[config.mk]
export PLATFORM = sky130hd
export DESIGN_NAME = multilevel_priority_run_queue_top
export DESIGN_NICKNAME = d
export VERILOG_FILES = /design/src/rtl/core/mprq_pkg.sv /design/src/rtl/core/multilevel_priority_run_queue_top.sv /design/src/rtl/core/mprq_link_ram.sv
export VERILOG_INCLUDE_DIRS = /design/src /design/src/rtl/core
export SDC_FILE = /design/constraint.sdc
export NUM_CORES = 2
export LEC_CHECK = 0
export BUFFER_PORTS_ARGS = -buffer_cell sky130_fd_sc_hd__buf_2
export CAP_MARGIN = 20
export CORE_UTILIZATION = 65
export CTS_BUF_LIST = sky130_fd_sc_hd__clkbuf_16
export DETAILED_ROUTE_END_ITERATION = 7
export GPL_ROUTABILITY_DRIVEN = 0
export GPL_TIMING_DRIVEN = 0
export PLACE_DENSITY = 0.83
export SLEW_MARGIN = 20
export SYNTH_ARGS = -nofsm -noshare
export SYNTH_HDL_FRONTEND = slang
export SYNTH_HIERARCHICAL = 1
export SYNTH_SLANG_ARGS = --single-unit
[constraint.sdc]
create_clock -name clk -period 15 [get_ports clk]
set_input_delay 2.25 -clock clk [delete_from_list [all_inputs] [get_ports clk]]
set_output_delay 2.25 -clock clk [all_outputs]
set_load 0.02 [all_outputs]
[src/rtl/core/multilevel_priority_run_queue_top_assert.svh]
// Assertion macros for the run queue scheduler.
`ifndef MULTILEVEL_PRIORITY_RUN_QUEUE_TOP_ASSERT_SVH
`define MULTILEVEL_PRIORITY_RUN_QUEUE_TOP_ASSERT_SVH
`ifndef SYNTHESIS
// checked only outside reset
`define MPRQ_ASSERT(lbl, prop, msg) \
	lbl: assert property (@(posedge clk) disable iff (!arst_n) prop) else $error(msg);
// checked at every edge, reset included
`define MPRQ_ASSERT_ALWAYS(lbl, prop, msg) \
	lbl: assert property (@(posedge clk) prop) else $error(msg);
`else
`define MPRQ_ASSERT(lbl, prop, msg)
`define MPRQ_ASSERT_ALWAYS(lbl, prop, msg)
`endif
`endif

[src/rtl/core/mprq_pkg.sv]
package mprq_pkg;

	typedef logic [5:0] id_t;
	typedef logic [7:0] prio_t;

	// request kinds
	localparam logic [1:0] REQ_ENQUEUE  = 2'd0;
	localparam logic [1:0] REQ_DEQUEUE  = 2'd1;
	localparam logic [1:0] REQ_YIELD    = 2'd2;
	localparam logic [1:0] REQ_RESERVED = 2'd3;

	// result status
	localparam logic [1:0] ST_OK        = 2'd0;
	localparam logic [1:0] ST_QUEUED    = 2'd1;
	localparam logic [1:0] ST_NOT_FOUND = 2'd2;

	// register select bit of paddr
	localparam logic CFG_IDLE_ID = 1'b0;
	localparam logic CFG_LEVELS  = 1'b1;

	typedef struct packed {
		logic [1:0] req_type;
		id_t        thread_id;
		prio_t      thread_base_priority;
		prio_t      thread_boost;
		id_t        current_id;
		prio_t      current_base_priority;
		prio_t      current_boost;
		logic       voluntary;
	} req_t;

	typedef struct packed {
		id_t        next_thread_id;
		logic       switched;
		logic       switch_pending;
		logic [1:0] status;
	} rsp_t;

	// one write into a link memory
	typedef struct packed {
		logic we;
		id_t  addr;
		id_t  data;
	} link_wr_t;

endpackage

[src/rtl/core/multilevel_priority_run_queue_top.sv]
// Multilevel priority run queue: one FIFO of threads per priority level.
// Requests come in on req_valid/req_ready/req_data, results leave on
// rsp_valid/rsp_ready/rsp_data, one result per request. Registers sit on
// an APB port: idle thread id at 0x0, levels in use at 0x4.
// One request is worked at a time by a sequencer around the link memories
// (one read and one write per memory per cycle). A dequeue walks the
// previous links from the thread toward its level head, one memory read
// per step.
// The next request is taken once the sequencer is back to idle, even while
// the previous result still waits in the output register. If rsp_ready
// stays low, the finished request holds in its last step until the output
// register frees.
// Reset clears all queued marks, level occupancy, the pending flag and the
// registers (idle thread 0, 16 levels); link memories need no clearing.
`include "multilevel_priority_run_queue_top_assert.svh"
module multilevel_priority_run_queue_top #(
	parameter int MAX_THREADS = 64,
	parameter int MAX_LEVELS  = 16
) (
	input  logic                clk,
	input  logic                arst_n,
	input  logic                req_valid,
	output logic                req_ready,
	input  mprq_pkg::req_t      req_data,
	output logic                rsp_valid,
	input  logic                rsp_ready,
	output mprq_pkg::rsp_t      rsp_data,
	input  logic                psel,
	input  logic                penable,
	input  logic                pwrite,
	input  logic [2:0]          paddr,
	input  logic [31:0]         pwdata,
	output logic [31:0]         prdata,
	output logic                pready
);
	localparam int TW  = $clog2(MAX_THREADS);
	localparam int LVW = (MAX_LEVELS > 1) ? $clog2(MAX_LEVELS) : 1;

	localparam logic [3:0] S_IDLE  = 4'd0;
	localparam logic [3:0] S_EXEC  = 4'd1;
	localparam logic [3:0] S_WALK  = 4'd2;
	localparam logic [3:0] S_WCHK  = 4'd3;
	localparam logic [3:0] S_UNRD  = 4'd4;
	localparam logic [3:0] S_UNWR  = 4'd5;
	localparam logic [3:0] S_YREQ  = 4'd6;
	localparam logic [3:0] S_PUSH  = 4'd7;
	localparam logic [3:0] S_PUSH2 = 4'd8;
	localparam logic [3:0] S_DONE  = 4'd9;

	logic [3:0]            state_q;
	logic [MAX_THREADS-1:0] queued_q;
	logic [MAX_LEVELS-1:0] nonempty_q;
	logic                  pending_q;
	mprq_pkg::id_t         idle_id_q;
	logic [4:0]            levels_q;
	logic                  rsp_valid_q;

	mprq_pkg::req_t        req_q;
	mprq_pkg::id_t         thr_q;
	mprq_pkg::id_t         node_q;
	logic [LVW-1:0]        lvl_q;
	logic [TW-1:0]         cnt_q;
	mprq_pkg::id_t         next_q;
	logic                  switched_q;
	logic [1:0]            status_q;
	mprq_pkg::rsp_t        rsp_q;
	mprq_pkg::id_t         head_q [MAX_LEVELS];
	mprq_pkg::id_t         tail_q [MAX_LEVELS];

	mprq_pkg::link_wr_t    nx_wr;
	mprq_pkg::link_wr_t    pv_wr;
	mprq_pkg::id_t         rd_addr;
	mprq_pkg::id_t         nx_rdata;
	mprq_pkg::id_t         pv_rdata;

	function automatic logic in_range(input mprq_pkg::id_t t);
		return 32'(t) < MAX_THREADS;
	endfunction

	function automatic mprq_pkg::id_t tix(input mprq_pkg::id_t t);
		return in_range(t) ? t : '0;
	endfunction

	function automatic mprq_pkg::prio_t eff_prio(input mprq_pkg::prio_t b,
		input mprq_pkg::prio_t k);
		logic [8:0] s;
		s = {1'b0, b} + {1'b0, k};
		return s[8] ? 8'hff : s[7:0];
	endfunction

	function automatic logic [LVW-1:0] level_of(input mprq_pkg::prio_t p,
		input logic [4:0] n_cfg);
		logic [7:0] n;
		logic [7:0] lim;
		n = (n_cfg == 5'd0) ? 8'd1 : {3'b0, n_cfg};
		if (n > 8'(MAX_LEVELS)) begin
			n = 8'(MAX_LEVELS);
		end
		lim = n - 8'd1;
		return LVW'((p > lim) ? lim : p);
	endfunction

	// highest occupied level
	function automatic logic [LVW-1:0] top_of(input logic [MAX_LEVELS-1:0] ne);
		logic [LVW-1:0] r;
		r = '0;
		for (int i = 0; i < MAX_LEVELS; i++) begin
			if (ne[i]) begin
				r = LVW'(i);
			end
		end
		return r;
	endfunction

	// request decode
	logic                  t_in;
	logic                  c_in;
	logic [TW-1:0]         t_idx;
	logic [TW-1:0]         c_idx;
	logic [TW-1:0]         thr_idx;
	mprq_pkg::prio_t       e_t;
	mprq_pkg::prio_t       e_c;
	mprq_pkg::prio_t       e_cy;
	logic [LVW-1:0]        lvl_t;
	logic [LVW-1:0]        lvl_c;
	logic [LVW-1:0]        top_lvl;
	logic                  top_hit;
	mprq_pkg::id_t         p_id;
	mprq_pkg::id_t         n_id;
	logic                  is_head;
	logic                  is_tail;
	logic                  rsp_load;
	logic                  accept;

	assign t_in    = in_range(req_q.thread_id);
	assign c_in    = in_range(req_q.current_id);
	assign t_idx   = TW'(req_q.thread_id);
	assign c_idx   = TW'(req_q.current_id);
	assign thr_idx = TW'(thr_q);
	assign e_t     = eff_prio(req_q.thread_base_priority, req_q.thread_boost);
	assign e_c     = eff_prio(req_q.current_base_priority, req_q.current_boost);
	assign e_cy    = eff_prio(req_q.current_base_priority,
		req_q.voluntary ? 8'd0 : req_q.current_boost);
	assign lvl_t   = level_of(e_t, levels_q);
	assign lvl_c   = level_of(e_cy, levels_q);
	assign top_lvl = top_of(nonempty_q);
	assign top_hit = |nonempty_q;
	assign p_id    = tix(pv_rdata);
	assign n_id    = tix(nx_rdata);
	assign is_head = head_q[lvl_q] == thr_q;
	assign is_tail = tail_q[lvl_q] == thr_q;

	assign req_ready = state_q == S_IDLE;
	assign accept    = req_valid && req_ready;
	assign rsp_load  = (state_q == S_DONE) && (!rsp_valid_q || rsp_ready);
	assign rsp_valid = rsp_valid_q;
	assign rsp_data  = rsp_q;

	// config port
	assign pready = 1'b1;
	always_comb begin
		prdata = '0;
		unique case (paddr[2])
			mprq_pkg::CFG_IDLE_ID: prdata = {26'd0, idle_id_q};
			mprq_pkg::CFG_LEVELS:  prdata = {27'd0, levels_q};
			default:               prdata = '0;
		endcase
	end

	// link memory writes
	always_comb begin
		nx_wr = '0;
		pv_wr = '0;
		rd_addr = (state_q == S_WALK) ? node_q : thr_q;
		unique case (state_q)
			S_UNWR: begin
				priority if (is_head && is_tail) begin
				end else if (is_head) begin
					pv_wr = '{we: 1'b1, addr: n_id, data: n_id};
				end else if (is_tail) begin
					nx_wr = '{we: 1'b1, addr: p_id, data: p_id};
				end else begin
					nx_wr = '{we: 1'b1, addr: p_id, data: n_id};
					pv_wr = '{we: 1'b1, addr: n_id, data: p_id};
				end
			end
			S_PUSH: begin
				if (nonempty_q[lvl_q]) begin
					nx_wr = '{we: 1'b1, addr: tail_q[lvl_q], data: thr_q};
					pv_wr = '{we: 1'b1, addr: thr_q, data: tail_q[lvl_q]};
				end else begin
					nx_wr = '{we: 1'b1, addr: thr_q, data: thr_q};
					pv_wr = '{we: 1'b1, addr: thr_q, data: thr_q};
				end
			end
			S_PUSH2: nx_wr = '{we: 1'b1, addr: thr_q, data: thr_q};
			default: begin
			end
		endcase
	end

	mprq_link_ram #(
		.DEPTH(MAX_THREADS)
	) u_links (
		.clk      (clk),
		.nx_wr    (nx_wr),
		.pv_wr    (pv_wr),
		.rd_addr  (rd_addr),
		.nx_rdata (nx_rdata),
		.pv_rdata (pv_rdata)
	);

	// sequencer and control state
	always_ff @(posedge clk or negedge arst_n) begin
		if (!arst_n) begin
			state_q     <= S_IDLE;
			queued_q    <= '0;
			nonempty_q  <= '0;
			pending_q   <= 1'b0;
			idle_id_q   <= '0;
			levels_q    <= 5'd16;
			rsp_valid_q <= 1'b0;
		end else begin
			if (psel && penable && pwrite) begin
				unique case (paddr[2])
					mprq_pkg::CFG_IDLE_ID: idle_id_q <= pwdata[5:0];
					mprq_pkg::CFG_LEVELS:  levels_q  <= pwdata[4:0];
					default: begin
					end
				endcase
			end
			// output register: load a finished request, else drop on accept
			if (rsp_load) begin
				rsp_valid_q <= 1'b1;
			end else if (rsp_ready) begin
				rsp_valid_q <= 1'b0;
			end
			unique case (state_q)
				S_IDLE: if (accept) state_q <= S_EXEC;
				S_EXEC: begin
					unique case (req_q.req_type)
						mprq_pkg::REQ_ENQUEUE: begin
							if (!t_in || queued_q[t_idx]) begin
								state_q <= S_DONE;
							end else begin
								if (e_t > e_c) pending_q <= 1'b1;
								state_q <= S_PUSH;
							end
						end
						mprq_pkg::REQ_DEQUEUE: begin
							if (!t_in || !queued_q[t_idx] || !nonempty_q[lvl_t]) begin
								state_q <= S_DONE;
							end else begin
								state_q <= S_WALK;
							end
						end
						mprq_pkg::REQ_YIELD: begin
							pending_q <= 1'b0;
							state_q   <= top_hit ? S_UNRD : S_YREQ;
						end
						default: state_q <= S_DONE;
					endcase
				end
				S_WALK: begin
					priority if (head_q[lvl_q] == node_q) state_q <= S_UNRD;
					else if (cnt_q == TW'(MAX_THREADS - 1)) state_q <= S_DONE;
					else state_q <= S_WCHK;
				end
				S_WCHK: state_q <= (p_id == node_q) ? S_DONE : S_WALK;
				S_UNRD: state_q <= S_UNWR;
				S_UNWR: begin
					queued_q[thr_idx] <= 1'b0;
					if (is_head && is_tail) nonempty_q[lvl_q] <= 1'b0;
					state_q <= (req_q.req_type == mprq_pkg::REQ_YIELD) ? S_YREQ : S_DONE;
				end
				S_YREQ: begin
					if (next_q != req_q.current_id && c_in && !queued_q[c_idx]) begin
						state_q <= S_PUSH;
					end else begin
						state_q <= S_DONE;
					end
				end
				S_PUSH: begin
					if (nonempty_q[lvl_q]) begin
						state_q <= S_PUSH2;
					end else begin
						nonempty_q[lvl_q] <= 1'b1;
						queued_q[thr_idx] <= 1'b1;
						state_q           <= S_DONE;
					end
				end
				S_PUSH2: begin
					queued_q[thr_idx] <= 1'b1;
					state_q           <= S_DONE;
				end
				S_DONE: begin
					if (rsp_load) begin
						state_q <= S_IDLE;
					end
				end
				default: state_q <= S_IDLE;
			endcase
		end
	end

	// request payload, list ends and result
	always_ff @(posedge clk) begin
		unique case (state_q)
			S_IDLE: begin
				if (accept) begin
					req_q      <= req_data;
					status_q   <= mprq_pkg::ST_OK;
					switched_q <= 1'b0;
					next_q     <= req_data.current_id;
				end
			end
			S_EXEC: begin
				unique case (req_q.req_type)
					mprq_pkg::REQ_ENQUEUE: begin
						if (!t_in) status_q <= mprq_pkg::ST_NOT_FOUND;
						else if (queued_q[t_idx]) status_q <= mprq_pkg::ST_QUEUED;
						thr_q <= req_q.thread_id;
						lvl_q <= lvl_t;
					end
					mprq_pkg::REQ_DEQUEUE: begin
						if (!t_in || !queued_q[t_idx] || !nonempty_q[lvl_t]) begin
							status_q <= mprq_pkg::ST_NOT_FOUND;
						end
						thr_q  <= req_q.thread_id;
						node_q <= req_q.thread_id;
						cnt_q  <= '0;
						lvl_q  <= lvl_t;
					end
					mprq_pkg::REQ_YIELD: begin
						if (top_hit) begin
							lvl_q  <= top_lvl;
							thr_q  <= tix(head_q[top_lvl]);
							next_q <= tix(head_q[top_lvl]);
						end else begin
							next_q <= idle_id_q;
						end
					end
					default: begin
					end
				endcase
			end
			S_WALK: begin
				if (head_q[lvl_q] != node_q && cnt_q == TW'(MAX_THREADS - 1)) begin
					status_q <= mprq_pkg::ST_NOT_FOUND;
				end
			end
			S_WCHK: begin
				if (p_id == node_q) begin
					status_q <= mprq_pkg::ST_NOT_FOUND;
				end else begin
					node_q <= p_id;
					cnt_q  <= cnt_q + TW'(1);
				end
			end
			S_UNWR: begin
				priority if (is_head && is_tail) begin
				end else if (is_head) begin
					head_q[lvl_q] <= n_id;
				end else if (is_tail) begin
					tail_q[lvl_q] <= p_id;
				end
			end
			S_YREQ: begin
				if (next_q != req_q.current_id) begin
					switched_q <= 1'b1;
					thr_q      <= req_q.current_id;
					lvl_q      <= lvl_c;
				end
			end
			S_PUSH: begin
				if (!nonempty_q[lvl_q]) begin
					head_q[lvl_q] <= thr_q;
					tail_q[lvl_q] <= thr_q;
				end
			end
			S_PUSH2: tail_q[lvl_q] <= thr_q;
			S_DONE: begin
				if (rsp_load) begin
					rsp_q <= '{next_thread_id: next_q, switched: switched_q,
						switch_pending: pending_q, status: status_q};
				end
			end
			default: begin
			end
		endcase
	end

	// checks
	`MPRQ_ASSERT(a_accept_exec, accept |=> state_q == S_EXEC, "accept did not start request")
	`MPRQ_ASSERT(a_walk_order, state_q == S_WCHK |-> $past(state_q) == S_WALK, "walk out of order")
	`MPRQ_ASSERT_ALWAYS(a_empty_levels, queued_q == '0 |-> nonempty_q == '0, "level without thread")

endmodule

[src/rtl/core/mprq_link_ram.sv]
// Next and previous link memories, one write port each, shared read address.
module mprq_link_ram #(
	parameter int DEPTH = 64
) (
	input  logic               clk,
	input  mprq_pkg::link_wr_t nx_wr,
	input  mprq_pkg::link_wr_t pv_wr,
	input  mprq_pkg::id_t      rd_addr,
	output mprq_pkg::id_t      nx_rdata,
	output mprq_pkg::id_t      pv_rdata
);
	localparam int AW = (DEPTH > 1) ? $clog2(DEPTH) : 1;

	mprq_pkg::id_t nx_mem [DEPTH];
	mprq_pkg::id_t pv_mem [DEPTH];

	// next links
	always_ff @(posedge clk) begin
		if (nx_wr.we) begin
			nx_mem[AW'(nx_wr.addr)] <= nx_wr.data;
		end
		nx_rdata <= nx_mem[AW'(rd_addr)];
	end

	// previous links
	always_ff @(posedge clk) begin
		if (pv_wr.we) begin
			pv_mem[AW'(pv_wr.addr)] <= pv_wr.data;
		end
		pv_rdata <= pv_mem[AW'(rd_addr)];
	end

endmodule
==> flow_metrics.env <==
export IMPL_fin_crit_sh_pct=44.8
export IMPL_cp_start_kind="register"
export IMPL_first_pass_iters=8
export IMPL_final_common_cell="edfxtp_1"
export IMPL_final_max_slew_viol_count=0
export IMPL_drt_vias_per_instance=7.34
export IMPL_syn_area_sq_um=51100
export IMPL_avgRoutedWirePerCell_microns=32.7
export IMPL_p_leak_nw=19.4
export IMPL_rows=102
export IMPL_finalHoldViolations=0
export IMPL_multi_input_area_sq_um=16000
export IMPL_yosys_warnings=6
export IMPL_most_common_layout_cells="1048 x edfxtp_1, 287 x mux4_2, 287 x nor2_1"
export IMPL_power_density_nw_per_um2=189
export IMPL_grt_antenna_before_repair=6
export IMPL_drt_wl_total_microns=146000
export IMPL_max_freq_mhz=149
export IMPL_dr_wl_met3_microns=22300
export IMPL_ir_worst_vdd_uv=132
export IMPL_synth_seq_area_share_pct=66.9
export IMPL_grt_pass1_wl_microns=211000
export IMPL_setup_viol=0
export IMPL_area_delta_synth_final_pct=12.2
export IMPL_preCtsSetupSlack_ns=8.82
export IMPL_post_synth_cell_area_avg_sq_um=16.5
export IMPL_synth_top_cell_area_share_pct=61.5
export IMPL_synthFlopType="edfxtp_1"
export IMPL_max_slew_margin_rel_pct=16.8
export IMPL_regToRegEndpoint="u_links/nx_mem[58][1]"
export IMPL_cts_root_buf="clkbuf_16"
export IMPL_die_h_microns=283
export IMPL_regToRegSetupSlack_ns=8.29
export IMPL_dr_max_layer_used="met4"
export IMPL_initial_utilization_pct=65.9
export IMPL_required_ns=15.33
export IMPL_drcViolationCount=17
export IMPL_fin_crit_ns=6.71
export IMPL_gr_total_overflow=0
export IMPL_endpoint="u_links/nx_mem[58][1]"
export IMPL_fp_dieArea_sq_um=79800
export IMPL_wl_met2_microns=66800
export IMPL_num_fill_cells=4268
export IMPL_hold_ws_ns=0.424
export IMPL_die_width_microns=283
export IMPL_synth_seq_cells=1161
export IMPL_layout_setup_ws_ns=8.29
export IMPL_netlist_instances=3097
export IMPL_cp_max_fo=10
export IMPL_setup_tns_ns=0
export IMPL_critPathCaptureType="register"
export IMPL_yosysTopAreaCell="edfxtp_1"
export IMPL_cts_hold_buf=0
export IMPL_postCtsSetupRepairBufs=0
export IMPL_holdCritPathClass="register to register"
export IMPL_clk_pin_slew_ns=0.07
export IMPL_synth_edf_count=1048
export IMPL_rsz0062_at_grt="false"
export IMPL_tightest_slew_ns=1.25
export IMPL_maxCapViolations=0
export IMPL_dp_hpwl_microns=94900
export IMPL_drtIter0Drc=5810
export IMPL_r2r_cells=14
export IMPL_grt_max_degree=74
export IMPL_ctsResizeCount=0
export IMPL_insertion_delay_ns=0.72
export IMPL_synth_distinct_cells=83
export IMPL_violations="DRC"
export IMPL_drive_above_1_share_pct=22.7
export IMPL_yosys_top_cells_area="edfxtp_1 62%, mux4_2 13%, dfrtp_1 4.7%"
export IMPL_cts_sinks=1161
export IMPL_final_nets=3484
export IMPL_final_seq_area_sq_um=34200
export IMPL_coreArea_sq_um=77600
export IMPL_grt_use_total_pct=37.1
export IMPL_portBuffers=77
export IMPL_cts_buffers=109
export IMPL_skew_ns=0.0533
export IMPL_via_count=32900
export IMPL_ioPinCount=134
export IMPL_grt_pass1_vias=32600
export IMPL_drt_met1_wl_microns=48300
export IMPL_cp_arrival_ns=7.04
export IMPL_h_tree_depth=3
export IMPL_cts_tree="built"
export IMPL_antenna_left=0
export IMPL_clockBufferDepth=3
export IMPL_async_reset_ff_share_pct=8.35
export IMPL_timing_worst_setup_path_type="register to register"
export IMPL_outcome="finished with violations"
## area by class of cell
cell class                 instances  share of cell area [%]
clock inverter                    95                    1.45
buffer                           209                    1.86
clock buffer                     109                    4.76
tap                             1040                    2.27
multi-input combinational       1722                    28.0
sequential                      1161                    59.7
timing repair buffer             109                    1.82
antenna                            6                  0.0262
inverter                          33                   0.216
## layer usage
| metal | vias to the layer above | track usage, % |
|---|---|---|
| met3 | 723 | 12.5 |
| li1 | 12800 | - |
| met1 | 16200 | 47.7 |
| met2 | 3128 | 56.6 |
| met4 | 0 | 19.4 |
| met5 | - | 0 |
## logic make-up after synthesis
logic type                 synth area share, %
xor gates and xnor gates                 0.976
muxes                                     16.8
other                                   0.0147
DFF                                       66.9
and+or+nand+nor                           5.79
adders and majority gates                 1.27
AOI/OAI and AO/OA                         5.91
buffers and inverters                     2.32
## synthesized netlist by cell type, types with 18 or more instances
| master | count |
|---|---|
| mux2i_1 | 136 |
| dfrtp_1 | 96 |
| a21oi_1 | 150 |
| o21ai_1 | 21 |
| ha_1 | 47 |
| nand2_1 | 124 |
| edfxtp_1 | 1048 |
| inv_1 | 31 |
| and3_1 | 20 |
| clkbuf_1 | 103 |
| nor3_1 | 20 |
| a31oi_1 | 43 |
| a22oi_1 | 19 |
| xor2_1 | 18 |
| mux4_2 | 287 |
| mux2_2 | 68 |
| xnor2_1 | 39 |
| nand2b_1 | 20 |
| buf_2 | 32 |
| o21ai_0 | 45 |
| nand3_1 | 38 |
| buf_4 | 47 |
| a211oi_1 | 40 |
| nor2_1 | 287 |
| nor2b_1 | 42 |
| o22ai_1 | 18 |
| buf_1 | 19 |
## per-stage QoR
step,power (mW),utilization [%],cells,cell area [sq um]
floorplan,6.52,-,3125,51200
global placement,7.58,68.2,4242,52900
detailed placement,7.83,69.3,4274,53800
CTS,10.6,73.9,4478,57300
global route,11.1,73.9,4481,57400
finish,10.8,73.9,4484,57400
## flip-flops by register name, summed over array words and instances, names as in the netlist, 10 cells and up, named ones only
register        flops
req_q              35
u_links/nx_mem    384
rsp_data           10
head_q             96
tail_q             96
u_links/pv_mem    384
## report_power, final
part           internal (mW)  switching, mW
logic                   1.42           2.48
clock network           1.54           1.23
registers               3.97          0.176
total                   6.93           3.89
## how the worst min path moves through the flow
stage,start,end,slack [ns],cells after the start
2_1_floorplan,status_q[0],rsp_data[0],0.40,0
3_3_place_gp,status_q[1],rsp_data[1],0.41,0
3_5_place_dp,status_q[1],rsp_data[1],0.41,0
4_1_cts,status_q[1],rsp_data[1],0.42,0
5_1_grt,status_q[1],rsp_data[1],0.44,0
6_report,status_q[1],rsp_data[1],0.42,0
## critical path: stages (launching register included)
cell and delay [ns]:
dfxtp_1 0.38, buf_2 0.38, buf_1 0.57, mux4_2 0.43, mux4_2 0.57, xnor2_1 0.20, nand4_1 0.14, nor3_2 0.24
buf_4 0.26, or2_2 0.14, clkbuf_1 0.68, o211ai_1 0.42, nor2_1 0.29, nand3_1 0.72, nor2_1 0.88
Power figures use the tool's default switching activity.
